==> src/hw/rtl/process_id_slot_allocator_assert.svh <==
// Assertion macros for the process ID slot allocator.
`ifndef PROCESS_ID_SLOT_ALLOCATOR_ASSERT_SVH
`define PROCESS_ID_SLOT_ALLOCATOR_ASSERT_SVH

// Same-cycle implication, sampled on clk, off during reset.
`define PISA_ASSERT_IMP(lbl, ante, cons) \
  lbl: assert property (@(posedge clk) disable iff (!rst_n) (ante) |-> (cons)) \
    else $error("process_id_slot_allocator: assertion failed");

// Next-cycle implication, sampled on clk, off during reset.
`define PISA_ASSERT_NXT(lbl, ante, cons) \
  lbl: assert property (@(posedge clk) disable iff (!rst_n) (ante) |=> (cons)) \
    else $error("process_id_slot_allocator: assertion failed");

`endif

==> src/hw/rtl/pisa_pkg.sv <==
// Shared constants, codes and controller/datapath interface types.
package pisa_pkg;

  localparam int SLOTS = 64;
  localparam int IDX_W = $clog2(SLOTS);
  localparam int ID_W = 16;
  localparam int HANDLE_W = 16;
  localparam int MODE_W = 2;
  localparam int STATUS_W = 2;

  localparam logic [IDX_W-1:0] IDX_LAST = IDX_W'(SLOTS - 1);
  localparam logic [ID_W-1:0] FIRST_PID = ID_W'(2);

  localparam logic [MODE_W-1:0] MODE_ASSIGN = 2'd0;
  localparam logic [MODE_W-1:0] MODE_RELEASE = 2'd1;
  localparam logic [MODE_W-1:0] MODE_LOOKUP = 2'd2;

  localparam logic [STATUS_W-1:0] ST_OK = 2'd0;
  localparam logic [STATUS_W-1:0] ST_FULL = 2'd1;
  localparam logic [STATUS_W-1:0] ST_NOT_FOUND = 2'd2;

  typedef struct packed {
    logic start;
    logic scan;
    logic commit;
  } pisa_cmd_t;

  typedef struct packed {
    logic scan_end;
  } pisa_stat_t;

endpackage

==> src/hw/rtl/process_id_slot_allocator.sv <==
// Process ID slot allocator: SLOTS-entry table that hands out rising IDs, releases
// them and looks up their owner handles. One request is handled at a time: after a
// transaction is accepted the table is scanned one slot per cycle through its single
// memory read port, stopping at the first free slot (assign) or the first valid slot
// holding the ID (release, lookup). Once the scan ends, the result is committed to the result
// register as soon as the previous result has been taken, and only then is the next request
// accepted. Every request yields one result.
module process_id_slot_allocator
  import pisa_pkg::*;
(
  input  logic                clk,
  input  logic                rst_n,
  input  logic                in_valid,
  output logic                in_ready,
  input  logic [MODE_W-1:0]   in_mode,
  input  logic [HANDLE_W-1:0] in_owner_handle,
  input  logic [ID_W-1:0]     in_id_in,
  output logic                out_valid,
  input  logic                out_ready,
  output logic [ID_W-1:0]     out_id_out,
  output logic [HANDLE_W-1:0] out_handle_out,
  output logic [STATUS_W-1:0] out_status
);

  pisa_cmd_t  cmd;
  pisa_stat_t stat;

  pisa_ctrl u_ctrl (
    .clk       (clk),
    .rst_n     (rst_n),
    .in_valid  (in_valid),
    .in_ready  (in_ready),
    .out_valid (out_valid),
    .out_ready (out_ready),
    .stat      (stat),
    .cmd       (cmd)
  );

  pisa_dpath u_dpath (
    .clk             (clk),
    .rst_n           (rst_n),
    .cmd             (cmd),
    .stat            (stat),
    .in_mode         (in_mode),
    .in_owner_handle (in_owner_handle),
    .in_id_in        (in_id_in),
    .out_id_out      (out_id_out),
    .out_handle_out  (out_handle_out),
    .out_status      (out_status)
  );

`include "process_id_slot_allocator_assert.svh"

  `PISA_ASSERT_NXT(a_busy_after_accept, in_valid && in_ready, !in_ready)
  `PISA_ASSERT_NXT(a_commit_shows_result, cmd.commit, out_valid)
  `PISA_ASSERT_IMP(a_scan_only_when_busy, cmd.scan, !in_ready)

endmodule

==> src/hw/rtl/pisa_ctrl.sv <==
// Controller: sequences accept, table scan, commit and result handoff.
module pisa_ctrl
  import pisa_pkg::*;
(
  input  logic       clk,
  input  logic       rst_n,
  input  logic       in_valid,
  output logic       in_ready,
  output logic       out_valid,
  input  logic       out_ready,
  input  pisa_stat_t stat,
  output pisa_cmd_t  cmd
);

  typedef enum logic [1:0] {
    S_IDLE,
    S_SCAN,
    S_FIN
  } state_t;

  state_t state_r, state_nxt;
  logic out_valid_r, out_valid_nxt;
  logic out_free;

  assign out_free = !out_valid_r || out_ready;
  assign in_ready = (state_r == S_IDLE);
  assign out_valid = out_valid_r;

  always_comb begin
    state_nxt = state_r;
    out_valid_nxt = out_valid_r;
    cmd = '0;
    if (out_valid_r && out_ready) begin
      out_valid_nxt = 1'b0;
    end
    case (state_r)
      S_IDLE: begin
        if (in_valid) begin
          cmd.start = 1'b1;
          state_nxt = S_SCAN;
        end
      end
      S_SCAN: begin
        if (stat.scan_end) begin
          state_nxt = S_FIN;
        end else begin
          cmd.scan = 1'b1;
        end
      end
      S_FIN: begin
        if (out_free) begin
          cmd.commit = 1'b1;
          out_valid_nxt = 1'b1;
          state_nxt = S_IDLE;
        end
      end
      default: begin
        state_nxt = S_IDLE;
      end
    endcase
  end

  always_ff @(posedge clk) begin
    if (!rst_n) begin
      state_r <= S_IDLE;
      out_valid_r <= 1'b0;
    end else begin
      state_r <= state_nxt;
      out_valid_r <= out_valid_nxt;
    end
  end

endmodule

==> src/hw/rtl/pisa_dpath.sv <==
// Datapath: slot table, valid bits, ID counter, scan pipeline and result register.
module pisa_dpath
  import pisa_pkg::*;
(
  input  logic                clk,
  input  logic                rst_n,
  input  pisa_cmd_t           cmd,
  output pisa_stat_t          stat,
  input  logic [MODE_W-1:0]   in_mode,
  input  logic [HANDLE_W-1:0] in_owner_handle,
  input  logic [ID_W-1:0]     in_id_in,
  output logic [ID_W-1:0]     out_id_out,
  output logic [HANDLE_W-1:0] out_handle_out,
  output logic [STATUS_W-1:0] out_status
);

  logic [HANDLE_W+ID_W-1:0] tbl_mem [SLOTS];
  logic [HANDLE_W+ID_W-1:0] rd_r;

  logic [SLOTS-1:0]    valid_r, valid_nxt;
  logic [ID_W-1:0]     next_id_r, next_id_nxt;
  logic [MODE_W-1:0]   mode_r;
  logic [HANDLE_W-1:0] handle_r;
  logic [ID_W-1:0]     id_r;

  logic [IDX_W-1:0] idx_r;
  logic             iss_done_r;
  logic             p_live_r;
  logic             p_v_r;
  logic             p_last_r;
  logic [IDX_W-1:0] p_idx_r;

  logic [ID_W-1:0]     out_id_r, out_id_nxt;
  logic [HANDLE_W-1:0] out_handle_r, out_handle_nxt;
  logic [STATUS_W-1:0] out_status_r, out_status_nxt;

  logic [ID_W-1:0]     rd_id;
  logic [HANDLE_W-1:0] rd_handle;
  logic                match;
  logic                hit;
  logic                wr_en;

  assign rd_id = rd_r[ID_W-1:0];
  assign rd_handle = rd_r[HANDLE_W+ID_W-1:ID_W];

  always_comb begin
    case (mode_r)
      MODE_ASSIGN: match = !p_v_r;
      MODE_RELEASE, MODE_LOOKUP: match = p_v_r && (rd_id == id_r);
      default: match = 1'b1;
    endcase
  end

  assign hit = p_live_r && match;
  assign stat.scan_end = p_live_r && (match || p_last_r);

  always_comb begin
    valid_nxt = valid_r;
    next_id_nxt = next_id_r;
    out_id_nxt = out_id_r;
    out_handle_nxt = out_handle_r;
    out_status_nxt = out_status_r;
    wr_en = 1'b0;
    if (cmd.commit) begin
      out_id_nxt = '0;
      out_handle_nxt = '0;
      out_status_nxt = ST_OK;
      case (mode_r)
        MODE_ASSIGN: begin
          if (hit && (next_id_r != '0)) begin
            wr_en = 1'b1;
            valid_nxt[p_idx_r] = 1'b1;
            out_id_nxt = next_id_r;
            next_id_nxt = next_id_r + ID_W'(1);
          end else begin
            out_status_nxt = ST_FULL;
          end
        end
        MODE_RELEASE: begin
          if (hit) begin
            valid_nxt[p_idx_r] = 1'b0;
          end else begin
            out_status_nxt = ST_NOT_FOUND;
          end
        end
        MODE_LOOKUP: begin
          if (hit) begin
            out_handle_nxt = rd_handle;
          end else begin
            out_status_nxt = ST_NOT_FOUND;
          end
        end
        default: begin
          out_status_nxt = ST_OK;
        end
      endcase
    end
  end

  always_ff @(posedge clk) begin
    if (wr_en) begin
      tbl_mem[p_idx_r] <= {handle_r, next_id_r};
    end
    if (cmd.scan) begin
      rd_r <= tbl_mem[idx_r];
    end
  end

  always_ff @(posedge clk) begin
    if (!rst_n) begin
      valid_r <= '0;
      next_id_r <= FIRST_PID;
      iss_done_r <= 1'b0;
      p_live_r <= 1'b0;
    end else begin
      valid_r <= valid_nxt;
      next_id_r <= next_id_nxt;
      if (cmd.start) begin
        iss_done_r <= 1'b0;
        p_live_r <= 1'b0;
      end else if (cmd.scan) begin
        p_live_r <= !iss_done_r;
        if (idx_r == IDX_LAST) begin
          iss_done_r <= 1'b1;
        end
      end
    end
  end

  always_ff @(posedge clk) begin
    if (cmd.start) begin
      mode_r <= in_mode;
      handle_r <= in_owner_handle;
      id_r <= in_id_in;
      idx_r <= '0;
    end else if (cmd.scan) begin
      p_idx_r <= idx_r;
      p_v_r <= valid_r[idx_r];
      p_last_r <= (idx_r == IDX_LAST);
      if (!iss_done_r && (idx_r != IDX_LAST)) begin
        idx_r <= idx_r + IDX_W'(1);
      end
    end
    out_id_r <= out_id_nxt;
    out_handle_r <= out_handle_nxt;
    out_status_r <= out_status_nxt;
  end

  assign out_id_out = out_id_r;
  assign out_handle_out = out_handle_r;
  assign out_status = out_status_r;

endmodule

==> config.mk <==
export PLATFORM = sky130hd
export DESIGN_NAME = process_id_slot_allocator
export DESIGN_NICKNAME = d
export VERILOG_FILES = /design/src/hw/rtl/pisa_pkg.sv /design/src/hw/rtl/process_id_slot_allocator.sv /design/src/hw/rtl/pisa_ctrl.sv /design/src/hw/rtl/pisa_dpath.sv
export VERILOG_INCLUDE_DIRS = /design/src /design/src/hw/rtl
export SDC_FILE = /design/constraint.sdc
export NUM_CORES = 2
export LEC_CHECK = 0
export ABC_AREA = 1
export BUFFER_PORTS_ARGS = -buffer_cell sky130_fd_sc_hd__buf_4
export CORE_ASPECT_RATIO = 0.6
export CORE_MARGIN = 2
export CORE_UTILIZATION = 52
export CTS_CLUSTER_SIZE = 10
export DETAILED_ROUTE_END_ITERATION = 8
export PLACE_DENSITY = 0.65
export SLEW_MARGIN = 20
export SYNTH_ARGS = -nofsm -noshare
export SYNTH_HDL_FRONTEND = slang
export SYNTH_HIERARCHICAL = 1
export SYNTH_SLANG_ARGS = --single-unit
==> constraint.sdc <==
create_clock -name clk -period 6.99 [get_ports clk]
set_input_delay 1.398 -clock clk [delete_from_list [all_inputs] [get_ports clk]]
set_output_delay 1.398 -clock clk [all_outputs]
set_load 0.03 [all_outputs]
==> results by group <==
Global routing
  • Initial antenna violation count: 19
  • Total GRT Usage: between 30% and 40%
  • Vias in the first global route: roughly 55k
  • First-pass GRT wire length: between 300,000 and 400,000 µm
  • Overflow after GRT: 0
  • Largest net degree at the start of global routing: between 200 and 250

STA
  • Fmax: 0.205 GHz
  • Final setup viols: 0
  • Slew margin rel.: 17.9%
  • Slew Viols, Final: 0
  • Sum of negative setup slack: 0 ns
  • Hold_ws: between 0.4 and 0.5 ns
  • Clock Skew: about 0.057 ns
  • Final period utilization: ~70%
  • Final WS setup: 2.10 ns
  • Least-Margin Pin Slew: 1.23 ns
  • RSZ-0062 raised after global routing: no
  • Fin. Hold Viols: 0
  • Min Tclk post-route: 4.89 ns

Critical path
  • CP startpoint: u_dpath/mode_r[0]$_DFFE_PP_
  • Kind of start point of the critical path: flip-flop
  • CP required: approximately 7.5 ns
  • Reg-to-Reg Start: u_dpath/mode_r[0]$_DFFE_PP_
  • Critical Path End Type: flip-flop
  • Crit Path Class: flip-flop to flip-flop
  • WP data arrival: 5.36 ns
  • Critical path fanouts, max: 29

Die
  • Initial core utilization: a little over half
  • Row cnt: between 100 and 150
  • Ports: 74
  • DIE AREA: 176,000 µm²
  • Die H: roughly 330 µm
  • Core footprint: 172,000 µm²
  • Die Wd: between 500 and 600 µm

Layout
  • Proportion of layout cells with a drive suffix above 1: around a tenth
  • Area of the multi-input gates: around 20,000 µm²
  • Fin nets: 7,019
  • Reg area: about 67,000 µm²
  • Fin util: about three fifths
  • Synth-to-Final Area Change: 11.4%
  • Filler cells: between 10k and 15k
  • Finished Layout Cells: between 9k and 10k

Pwr
  • Worst IR drop on VDD: a little over 0.2 mV
  • Lkg Pwr: around 33 nW
  • Clock power share: between 30% and 40%
  • Net switching power figure: between 7 and 8 mW
  • Internal: ~23 mW
  • Reg power frac: between 40% and 50%
  • Power per cell area: between 300 and 400 nW/µm²
  • Logic pwr share: 11.9%
  • Sw frac: about a quarter

Clock network
  • Htree depth: 5
  • Resize count post-CTS: 0
  • CTS sink cnt: between 2k and 2.5k
  • Clock transition at the registers of the reported paths: 0.06 ns
  • CTS Buf Count: 266
  • Skew-Pair Late Insertion Delay: approximately 0.84 ns
  • Hold-fix buffers at CTS: 0
  • CTS root buf: clkbuf_16
  • Postcts setup bufs: 0
  • CTS tree: built
  • Max Root-Sink Buffers: 4

Synth
  • Asr flop ratio synth: 0%
  • Count of different cell masters after synthesis: between 40 and 50
  • Syn nets: roughly 7k
  • FF+latch count, synth: between 2k and 2.5k
  • Seq/Total Area, Yosys: around three quarters
  • Synth warnings: 6
  • Number of flops mapped to enable cells by yosys: between 2k and 2.5k
  • Mapped Area: roughly 90,000 µm²
  • Mapped Cells: between 6k and 7k
  • Synth Flop Type: edfxtp_1
  • Syn Area/Cell: about 13 µm²

Route
  • Vias per cell: around 6.5
  • First-pass iteration count of the detailed router: 8
  • Total number of vias: approximately 60k
  • # DRC: 0
  • Routed Wire Length: between 200,000 and 300,000 µm
  • WL per Instance: about 29 µm
  • DRT iter0 DRCs: ~11k
  • Routed Antenna Nets: 0

Place
  • Port Buffers: 73
  • Pre-CTS WS: approximately 2.2 ns
  • Cell count after placement: around 9k
  • DP Wirelength: between 100,000 and 150,000 µm
  • RePlAce Congestion: about 0.9

Outcome
  • Status: complete, no violations

Worst hold path
  • Worst hold path type: flip-flop to flip-flop
  • Min-delay src: u_dpath/iss_done_r$_SDFFE_PP0P_

Job
  • Total of max-cap violations: 0
==> cell usage after synthesis (2+ instances only) <==
master | instances | area (µm²)
buf_12 | 6 | 120
buf_1 | 29 | 109
nor2_2 | 3 | 18.8
clkinv_1 | 3 | 11.3
nand4_1 | 84 | 526
buf_6 | 3 | 33.8
a31oi_1 | 2 | 12.5
nand3_1 | 288 | 1440
a21oi_1 | 122 | 611
a21boi_0 | 2 | 15.0
ha_1 | 7 | 87.6
inv_1 | 208 | 781
xor2_1 | 7 | 61.3
nand2_2 | 2 | 12.5
o22ai_1 | 318 | 1990
nor2_1 | 1221 | 4580
nor4_1 | 2 | 12.5
edfxtp_1 | 2156 | 64700
inv_2 | 8 | 30.0
o211ai_1 | 62 | 465
nand3_2 | 58 | 581
buf_4 | 17 | 128
buf_2 | 137 | 686
nand2_4 | 2 | 22.5
o221ai_1 | 195 | 1710
xnor2_1 | 3 | 26.3
nand2_1 | 466 | 1750
nor3_1 | 9 | 45.0
dfxtp_1 | 91 | 1820
nor3_2 | 64 | 641
clkbuf_1 | 316 | 1190
o21ai_0 | 1060 | 5310
o21ai_1 | 8 | 40.0
==> cells in the final DEF, fill, tap and decap left out, types with 4 or more instances in the layout <==
master	count
buf_12	15
clkbuf_1	34
clkbuf_16	271
nand2_1	466
inv_1	204
nand3_2	63
o21ai_0	1060
nor2_1	1219
clkinv_8	4
o21ai_1	8
dfxtp_1	71
nor3_1	8
xor2_1	7
a21oi_1	122
inv_6	14
edfxtp_1	2156
o221ai_1	195
dfxtp_2	17
buf_4	226
ha_1	6
o211ai_1	62
nor3_4	64
nand3_1	283
nand4_1	84
inv_2	6
o22ai_1	318
==> logic make-up after synthesis <==
| logic type | share of synthesized area, % |
|---|---|
| compound gates | 11.4 |
| xor+xnor | 0.0976 |
| fa+ha+maj | 0.0976 |
| buf+inv | 3.45 |
| flops | 74.2 |
| simple gates | 10.8 |
==> through the flow <==
step / cell area [µm²] / power, mW
floorplan: 89700 / 17.3
global placement: 92800 / 18.5
detailed placement: 92800 / 18.6
CTS: 99900 / 30.5
global route: 100000 / 31.3
finish: 100000 / 30.5
==> per-layer routing <==
| layer | share of wire [%] | track usage, % |
|---|---|---|
| met1 | 41 | 46.5 |
| met2 | 40 | 40.0 |
| met3 | 15 | 11.2 |
| met4 | 2.9 | 8.51 |
| met5 | 0.015 | 0 |
==> power by group through the flow <==
stage	logic, mW	registers (mW)	clock network (mW)
6_report	3.62	14.8	12.0
5_1_grt	3.86	14.8	12.7
4_1_cts	3.51	14.8	12.1
3_5_place_dp	3.49	15.1	0
3_3_place_gp	3.45	15.1	0
2_1_floorplan	2.20	15.1	0
==> area by class of cell <==
class / count / area share (%)
Tap cell: 2280 / 2.85
Inverter: 219 / 0.855
Clock buffer: 306 / 6.92
Sequential cell: 2247 / 66.6
Multi-Input combinational cell: 3997 / 20.5
Antenna cell: 1 / 0.00250
Clock inverter: 17 / 0.201
Timing Repair Buffer: 243 / 2.05
==> registers in the layout (all words and copies together), names as in the netlist, named ones only <==
| signal | flops |
|---|---|
| u_ctrl/out_valid | 1 |
| u_dpath/id_r | 16 |
| u_dpath/rd_r | 32 |
| u_dpath/out_id_out | 16 |
| u_dpath/mode_r | 2 |
| u_dpath/p_idx_r | 6 |
| u_dpath/idx_r | 6 |
| u_dpath/p_live_r | 1 |
| u_ctrl/state_r | 2 |
| u_dpath/handle_r | 16 |
| u_dpath/out_status | 2 |
| u_dpath/iss_done_r | 1 |
| u_dpath/p_v_r | 1 |
| u_dpath/tbl_mem | 2048 |
| u_dpath/p_last_r | 1 |
| u_dpath/next_id_r | 16 |
| u_dpath/out_handle_out | 16 |
==> critical path: stages, from the launching register on <==
cell      delay [ns]
edfxtp_1        0.38
inv_1           0.08
ha_1            0.29
nand2_1         0.15
nor2_1          0.18
nand3_1         0.12
nor2_1          0.15
nand3_2         0.20
nand2_4         0.18
nand4_4         0.27
nor2_4          0.52
inv_6           0.32
buf_4           0.40
nor3_4          0.79
buf_4           0.45
==> worst paths after layout <==
| path | to | cells past startpoint | slack, ns |
|---|---|---|---|
| setup / recovery | u_dpath/tbl_mem[17][16]$_DFFE_PP_ | 14 | 2.10 |
| hold / removal | u_dpath/iss_done_r$_SDFFE_PP0P_ | 2 | 0.47 |
| setup reg to reg | u_dpath/tbl_mem[17][16]$_DFFE_PP_ | 14 | 2.10 |
| hold reg to reg | u_dpath/iss_done_r$_SDFFE_PP0P_ | 2 | 0.47 |
Note: power is estimated with default switching activity, not from simulation.
